## config.mk

```make
export PLATFORM = sky130hd
export DESIGN_NAME = fibonacci_mod_prime_matrix_power
export DESIGN_NICKNAME = d
export VERILOG_FILES = /design/src/rtl/core/fibmp_pkg.sv /design/src/rtl/core/fibonacci_mod_prime_matrix_power.sv
export SDC_FILE = /design/constraint.sdc
export NUM_CORES = 2
export LEC_CHECK = 0
export BUFFER_PORTS_ARGS = -buffer_cell sky130_fd_sc_hd__buf_2
export CORE_UTILIZATION = 30
export CTS_BUF_LIST = sky130_fd_sc_hd__clkbuf_4 sky130_fd_sc_hd__clkbuf_8
export DETAILED_ROUTE_END_ITERATION = 10
export HOLD_SLACK_MARGIN = 0.02
export PLACE_DENSITY = 0.45
export SYNTH_ARGS = -nofsm -noshare
export SYNTH_HDL_FRONTEND = slang
export SYNTH_SLANG_ARGS = --single-unit
```

## constraint.sdc

```tcl
create_clock -name clk -period 14.85 [get_ports clk]
set_input_delay 2.2275 -clock clk [delete_from_list [all_inputs] [get_ports clk]]
set_output_delay 2.2275 -clock clk [all_outputs]
set_load 0.01 [all_outputs]
```

## src/rtl/core/fibmp_pkg.sv

```systemverilog
// fibmp_pkg: modulus, microcode word format, program rom and modular helpers
package fibmp_pkg;

  localparam int unsigned PC_W = 5;

  localparam logic [30:0] FIB_P = 31'h7fff_ffff;

  typedef enum logic [2:0] {
    ACT_NOP,
    ACT_MUL,
    ACT_COMMIT_ACC,
    ACT_COMMIT_PW,
    ACT_SHIFT,
    ACT_DONE
  } act_t;

  typedef enum logic [1:0] {
    COND_NONE,
    COND_ALWAYS,
    COND_EVEN,
    COND_EZERO
  } cond_t;

  typedef struct packed {
    act_t            act;
    cond_t           cond;
    logic [2:0]      xsel;
    logic [2:0]      ysel;
    logic            second;
    logic [1:0]      dest;
    logic [PC_W-1:0] target;
  } ucode_t;

  typedef struct packed {
    logic       vld;
    logic       second;
    logic [1:0] dest;
  } pipe_t;

  localparam logic [PC_W-1:0] STEP_CHECK      = 5'd0;
  localparam logic [PC_W-1:0] STEP_MUL_A      = 5'd1;
  localparam logic [PC_W-1:0] STEP_COMMIT_ACC = 5'd12;
  localparam logic [PC_W-1:0] STEP_SHIFT      = 5'd13;
  localparam logic [PC_W-1:0] STEP_TEST       = 5'd14;
  localparam logic [PC_W-1:0] STEP_MUL_P      = 5'd15;
  localparam logic [PC_W-1:0] STEP_COMMIT_PW  = 5'd26;
  localparam logic [PC_W-1:0] STEP_DONE       = 5'd27;
  localparam logic [PC_W-1:0] MUL_COUNT       = 5'd8;

  // operand selects: 0..3 acc entries, 4..7 pw entries, row-major
  function automatic ucode_t ucode_rom(input logic [PC_W-1:0] pc);
    ucode_t          w;
    logic [PC_W-1:0] off;
    logic [2:0]      k;
    logic            src;
    logic            is_mul;
    w = '{act: ACT_NOP, cond: COND_NONE, xsel: 3'd0, ysel: 3'd0,
          second: 1'b0, dest: 2'd0, target: STEP_CHECK};
    off = '0;
    src = 1'b0;
    is_mul = 1'b0;
    if (pc >= STEP_MUL_A && pc < STEP_MUL_A + MUL_COUNT) begin
      off = pc - STEP_MUL_A;
      src = 1'b0;
      is_mul = 1'b1;
    end else if (pc >= STEP_MUL_P && pc < STEP_MUL_P + MUL_COUNT) begin
      off = pc - STEP_MUL_P;
      src = 1'b1;
      is_mul = 1'b1;
    end
    k = off[2:0];
    if (is_mul) begin
      w.act    = ACT_MUL;
      w.xsel   = {src, k[2], k[0]};
      w.ysel   = {1'b1, k[0], k[1]};
      w.second = k[0];
      w.dest   = k[2:1];
    end else begin
      case (pc)
        STEP_CHECK: begin
          w.cond   = COND_EVEN;
          w.target = STEP_SHIFT;
        end
        STEP_COMMIT_ACC: w.act = ACT_COMMIT_ACC;
        STEP_SHIFT:      w.act = ACT_SHIFT;
        STEP_TEST: begin
          w.cond   = COND_EZERO;
          w.target = STEP_DONE;
        end
        STEP_COMMIT_PW: begin
          w.act    = ACT_COMMIT_PW;
          w.cond   = COND_ALWAYS;
          w.target = STEP_CHECK;
        end
        STEP_DONE: w.act = ACT_DONE;
        default:   w.act = ACT_NOP;
      endcase
    end
    return w;
  endfunction

  // 62-bit product folded mod 2^31-1, sum of halves stays below 2p
  function automatic logic [30:0] mod_fold(input logic [61:0] p);
    logic [31:0] s;
    s = {1'b0, p[30:0]} + {1'b0, p[61:31]};
    return (s >= {1'b0, FIB_P}) ? 31'(s - {1'b0, FIB_P}) : s[30:0];
  endfunction

  function automatic logic [30:0] mod_add(input logic [30:0] a, input logic [30:0] b);
    logic [31:0] s;
    s = {1'b0, a} + {1'b0, b};
    return (s >= {1'b0, FIB_P}) ? 31'(s - {1'b0, FIB_P}) : s[30:0];
  endfunction

endpackage

```

## src/rtl/core/fibonacci_mod_prime_matrix_power.sv

```systemverilog
// fibonacci_mod_prime_matrix_power: F(n) mod 2^31-1 by microcoded matrix square-and-multiply
// one item at a time: in_ready returns with out_valid, so no new index is taken while one is in work
// n = 0 or 1: goes straight to the done step, which loads the result once any earlier result is taken
// all products go through the one shared 31x31 multiplier, eight per matrix product
// rst_n synchronous active low: clears sequencer, pipeline valids and output valid
module fibonacci_mod_prime_matrix_power #(
  parameter int unsigned INDEX_BITS = 30
) (
  input  logic                  clk,
  input  logic                  rst_n,
  input  logic                  in_valid,
  output logic                  in_ready,
  input  logic [INDEX_BITS-1:0] in_index,
  output logic                  out_valid,
  input  logic                  out_ready,
  output logic [30:0]           out_fib_value
);

  logic                        busy_r, busy_nxt;
  logic [fibmp_pkg::PC_W-1:0]  pc_r, pc_nxt;
  logic                        out_valid_r, out_valid_nxt;
  logic [30:0]                 out_fib_value_r;
  logic                        out_load;
  fibmp_pkg::pipe_t            pipe1_r, pipe2_r, pipe3_r, pipe1_nxt;
  fibmp_pkg::ucode_t           uc;

  logic [INDEX_BITS-1:0]       e_r;
  logic [30:0]                 acc_r [4];
  logic [30:0]                 pw_r  [4];
  logic [30:0]                 nw_r  [4];
  logic [30:0]                 opx_r, opy_r, red_r, t_r;
  logic [61:0]                 prod_r;
  logic [30:0]                 opx_sel, opy_sel;
  logic                        accept, idx_trivial, jump;

  assign accept        = in_valid && in_ready;
  assign idx_trivial   = (in_index[INDEX_BITS-1:1] == '0);
  assign in_ready      = !busy_r;
  assign out_valid     = out_valid_r;
  assign out_fib_value = out_fib_value_r;

  assign opx_sel = uc.xsel[2] ? pw_r[uc.xsel[1:0]] : acc_r[uc.xsel[1:0]];
  assign opy_sel = uc.ysel[2] ? pw_r[uc.ysel[1:0]] : acc_r[uc.ysel[1:0]];

  always_comb begin
    uc            = fibmp_pkg::ucode_rom(pc_r);
    busy_nxt      = busy_r;
    pc_nxt        = pc_r;
    out_valid_nxt = out_valid_r && !out_ready;
    out_load      = 1'b0;
    jump          = (uc.cond == fibmp_pkg::COND_ALWAYS) ||
                    ((uc.cond == fibmp_pkg::COND_EVEN) && !e_r[0]) ||
                    ((uc.cond == fibmp_pkg::COND_EZERO) && (e_r == '0));
    pipe1_nxt.vld    = busy_r && (uc.act == fibmp_pkg::ACT_MUL);
    pipe1_nxt.second = uc.second;
    pipe1_nxt.dest   = uc.dest;
    if (accept) begin
      busy_nxt = 1'b1;
      pc_nxt   = idx_trivial ? fibmp_pkg::STEP_DONE : fibmp_pkg::STEP_CHECK;
    end else if (busy_r) begin
      case (uc.act)
        fibmp_pkg::ACT_DONE: begin
          if (!out_valid_r || out_ready) begin
            out_load      = 1'b1;
            out_valid_nxt = 1'b1;
            busy_nxt      = 1'b0;
          end
        end
        default: pc_nxt = jump ? uc.target : pc_r + 1'b1;
      endcase
    end
  end

  always_ff @(posedge clk) begin
    if (!rst_n) begin
      busy_r      <= 1'b0;
      pc_r        <= fibmp_pkg::STEP_CHECK;
      out_valid_r <= 1'b0;
      pipe1_r     <= '0;
      pipe2_r     <= '0;
      pipe3_r     <= '0;
    end else begin
      busy_r      <= busy_nxt;
      pc_r        <= pc_nxt;
      out_valid_r <= out_valid_nxt;
      pipe1_r     <= pipe1_nxt;
      pipe2_r     <= pipe1_r;
      pipe3_r     <= pipe2_r;
    end
  end

  // datapath: operand fetch, multiply, fold, accumulate
  always_ff @(posedge clk) begin
    if (accept) begin
      e_r      <= in_index - 1'b1;
      acc_r[0] <= (in_index == '0) ? 31'd0 : 31'd1;
      acc_r[1] <= 31'd0;
      acc_r[2] <= 31'd0;
      acc_r[3] <= 31'd1;
      pw_r[0]  <= 31'd1;
      pw_r[1]  <= 31'd1;
      pw_r[2]  <= 31'd1;
      pw_r[3]  <= 31'd0;
    end else if (busy_r) begin
      case (uc.act)
        fibmp_pkg::ACT_SHIFT:      e_r  <= e_r >> 1;
        fibmp_pkg::ACT_COMMIT_ACC: acc_r <= nw_r;
        fibmp_pkg::ACT_COMMIT_PW:  pw_r  <= nw_r;
        default: ;
      endcase
    end
    opx_r  <= opx_sel;
    opy_r  <= opy_sel;
    prod_r <= 62'(opx_r) * 62'(opy_r);
    red_r  <= fibmp_pkg::mod_fold(prod_r);
    if (pipe3_r.vld) begin
      if (!pipe3_r.second) begin
        t_r <= red_r;
      end else begin
        nw_r[pipe3_r.dest] <= fibmp_pkg::mod_add(t_r, red_r);
      end
    end
    if (out_load) begin
      out_fib_value_r <= acc_r[0];
    end
  end

`ifndef SYNTHESIS
  a_out_reduced: assert property (@(posedge clk) disable iff (!rst_n)
    out_valid_r |-> (out_fib_value_r != fibmp_pkg::FIB_P))
    else $error("result not reduced");

  a_drained_at_commit: assert property (@(posedge clk) disable iff (!rst_n)
    (busy_r && ((pc_r == fibmp_pkg::STEP_COMMIT_ACC) || (pc_r == fibmp_pkg::STEP_COMMIT_PW)))
    |-> (!pipe1_r.vld && !pipe2_r.vld && !pipe3_r.vld))
    else $error("commit while products in flight");

  a_accept_busy: assert property (@(posedge clk) disable iff (!rst_n)
    accept |=> busy_r)
    else $error("accepted item not in work");

  a_out_hold: assert property (@(posedge clk) disable iff (!rst_n)
    (out_valid_r && !out_ready) |=> (out_valid_r && $stable(out_fib_value_r)))
    else $error("stalled result changed");
`endif

endmodule
```

==> flow_metrics.env <==
export IMPL_setup_viol_count_final=0
export IMPL_nets=7791
export IMPL_cts_root_buf="clkbuf_8"
export IMPL_hold_violations=0
export IMPL_yosysMostFrequentCell="nand2_1"
export IMPL_dr_pass1_iters=5
export IMPL_grt_max_degree=180
export IMPL_synthTopCellsByArea="fa_1 28%, dfxtp_1 13%, edfxtp_1 12%"
export IMPL_dp_hpwl_um=140000
export IMPL_place_port_buffers=66
export IMPL_cts_tree="done"
export IMPL_clock_sinks=638
export IMPL_die_width_um=451
export IMPL_ctsResizeCount=0
export IMPL_route_vias_total=45538
export IMPL_fmax_mhz=112
export IMPL_seq_area_frac_synth=0.252
export IMPL_synth_top_area_frac=0.278
export IMPL_finalWorstPathRequiredPeriod_ns=8.89
export IMPL_hold_class="reg2reg"
export IMPL_worst_setup_path_type="reg2reg"
export IMPL_grt_pass1_wl_um=298000
export IMPL_synth_seq_cells=638
export IMPL_h_tree_depth=3
export IMPL_drv_slew=0
export IMPL_start_util=0.302
export IMPL_crit_arrival_ns=9.56
export IMPL_synthesis_area_mm2=0.0605
export IMPL_drt_iter0_drc=2784
export IMPL_status="completed"
export IMPL_crit_required_ns=15.51
export IMPL_routed_wl_um=193000
export IMPL_endpoint_kind="flip-flop"
export IMPL_track_usage=0.191
export IMPL_drcViolationCount=0
export IMPL_synth_warning_count=0
export IMPL_postCtsSetupRepairBufs=0
export IMPL_clkTransAtPathRegs_ns=0.08
export IMPL_fp_row_count=164
export IMPL_syn_inst=6720
export IMPL_avgSynthCellArea_um2=9.00
export IMPL_tns_ns=0
export IMPL_rsz0062_at_grt="no"
export IMPL_viasPerCell=4.87
export IMPL_cts_buffers=110
export IMPL_ant_nets=0
export IMPL_gp_congestion=0.850
export IMPL_antenna_found_initial=13
export IMPL_slew_limit_headroom=0.220
export IMPL_worst_setup_path_start_kind="flip-flop"
export IMPL_synthArstFlopShare=0
export IMPL_fin_crit_sh=0.599
export IMPL_path_max_fanout=31
export IMPL_die_area_mm2=0.203
export IMPL_core_area_mm2=0.200
export IMPL_synth_area_leader_cell="fa_1"
export IMPL_die_y_um=451
export IMPL_skew_ns=0.0580
export IMPL_synth_nets=7919
export IMPL_hold_buffers=0
export IMPL_grt_pass1_vias=47732
export IMPL_layout_drive_gt1_share=0.0646
export IMPL_wl_per_cell_um=20.6
export IMPL_worst_pin_slew_ns=1.16
export IMPL_max_cap_violations=0
export IMPL_io_pins=67
export IMPL_synthFlopType="dfxtp_1"
export IMPL_synthDistinctLibCells=88
export IMPL_clk_latency_ns=0.83
export IMPL_ys_top_cells_by_count="1376 x nand2_1, 839 x fa_1, 829 x inv_1, 574 x and2_1, 399 x a21oi_1"
export IMPL_synth_edff_count=247
export IMPL_synthToLayoutAreaGrowth_pct=9.17
export IMPL_overflow=0
export IMPL_max_clock_path_buffers=3
path summary, 6_finish.rpt:
path / from / to / slack [ns] / cells after the start
worst max-delay path: opx_r[15]$_DFF_P_ / prod_r[57]$_DFF_P_ / 5.96 / 22
worst min-delay path: red_r[29]$_DFF_P_ / t_r[29]$_DFFE_PP_ / 0.41 / 0
worst max register to register: opx_r[15]$_DFF_P_ / prod_r[57]$_DFF_P_ / 5.96 / 22
worst min register to register: red_r[29]$_DFF_P_ / t_r[29]$_DFFE_PP_ / 0.41 / 0
cells in the final DEF, fill, tap and decap left out, drive strengths merged, types with 9 or more instances in the layout:
master	count
mux2i	64
a31oi	17
and2	575
a21o	69
o31ai	40
diode	12
edfxtp	247
a21boi	12
buf	161
and3	22
dfxtp	391
xnor2	95
xor2	68
or4	14
o21bai	24
ha	326
clkbuf	158
nand4	46
a211oi	20
nor2b	21
o21ai	155
nor4	33
or2	10
bufinv	9
a221oi	9
nand2b	13
nor2	130
clkinv	34
fa	839
inv	833
nor3	52
or3	20
nand3	219
o21a	19
o211ai	58
nand2	1376
a21oi	399
layer usage:
metal | share of wire | global-route usage
met4 | 0.024 | 0.0521
met1 | 0.45 | 0.254
met5 | 0 | 0
met3 | 0.038 | 0.0169
met2 | 0.49 | 0.331
sequential cells by signal (all words and copies together), names as in the netlist, 62 cells and up:
name and flops:
pw_r 124, acc_r 124, prod_r 62, nw_r 124
cell type report:
type | instances | area, µm²
timing repair buffer | 161 | 1070
inverter | 829 | 3110
tap | 2656 | 3320
sequential | 638 | 15300
multi-input combinational | 4852 | 40700
antenna | 12 | 30.0
fill | 20834 | 134000
clock inverter | 48 | 507
clock buffer | 158 | 2000
through the flow:
| step | setup slack [ns] | cell area, µm² | hold WS (ns) | util | instances |
|---|---|---|---|---|---|
| after floorplan | 7.31 | 60500 | 0.412 | - | 6720 |
| after global placement | 5.86 | 63500 | 0.415 | 0.317 | 9135 |
| after detailed placement | 5.95 | 63500 | 0.419 | 0.317 | 9136 |
| after CTS | 5.88 | 66000 | 0.412 | 0.330 | 9342 |
| after global routing | 5.45 | 66000 | 0.442 | 0.330 | 9350 |
| final | 5.96 | 66000 | 0.409 | 0.330 | 9354 |
critical path, cell delays in order (launching register included):
cell and delay (ns):
dfxtp_2 0.94, and2_1 0.26, fa_1 0.45, fa_1 0.56, inv_1 0.06, fa_1 0.44, fa_1 0.55, inv_1 0.06
fa_1 0.58, fa_1 0.45, fa_1 0.53, inv_1 0.06, fa_1 0.49, inv_1 0.05, ha_1 0.41, nand4_1 0.14
nor4_1 0.31, a21oi_1 0.19, o41ai_2 0.62, a41oi_1 0.40, o41ai_1 0.77, a21boi_0 0.23, xnor2_1 0.17
cell families after synthesis:
kind of cell / count (synthesis) / share of synthesized area
DFF: 638 / 0.252
muxes: 69 / 0.0115
AOI/OAI and AO/OA: 898 / 0.0915
xor gates and xnor gates: 163 / 0.0236
and+or+nand+nor: 2557 / 0.199
buffers and inverters: 1230 / 0.0767
adders and majority gates: 1165 / 0.345
Power is not shown: default switching activity piles up to over one toggle a cycle in this logic, so the estimate is an artifact.
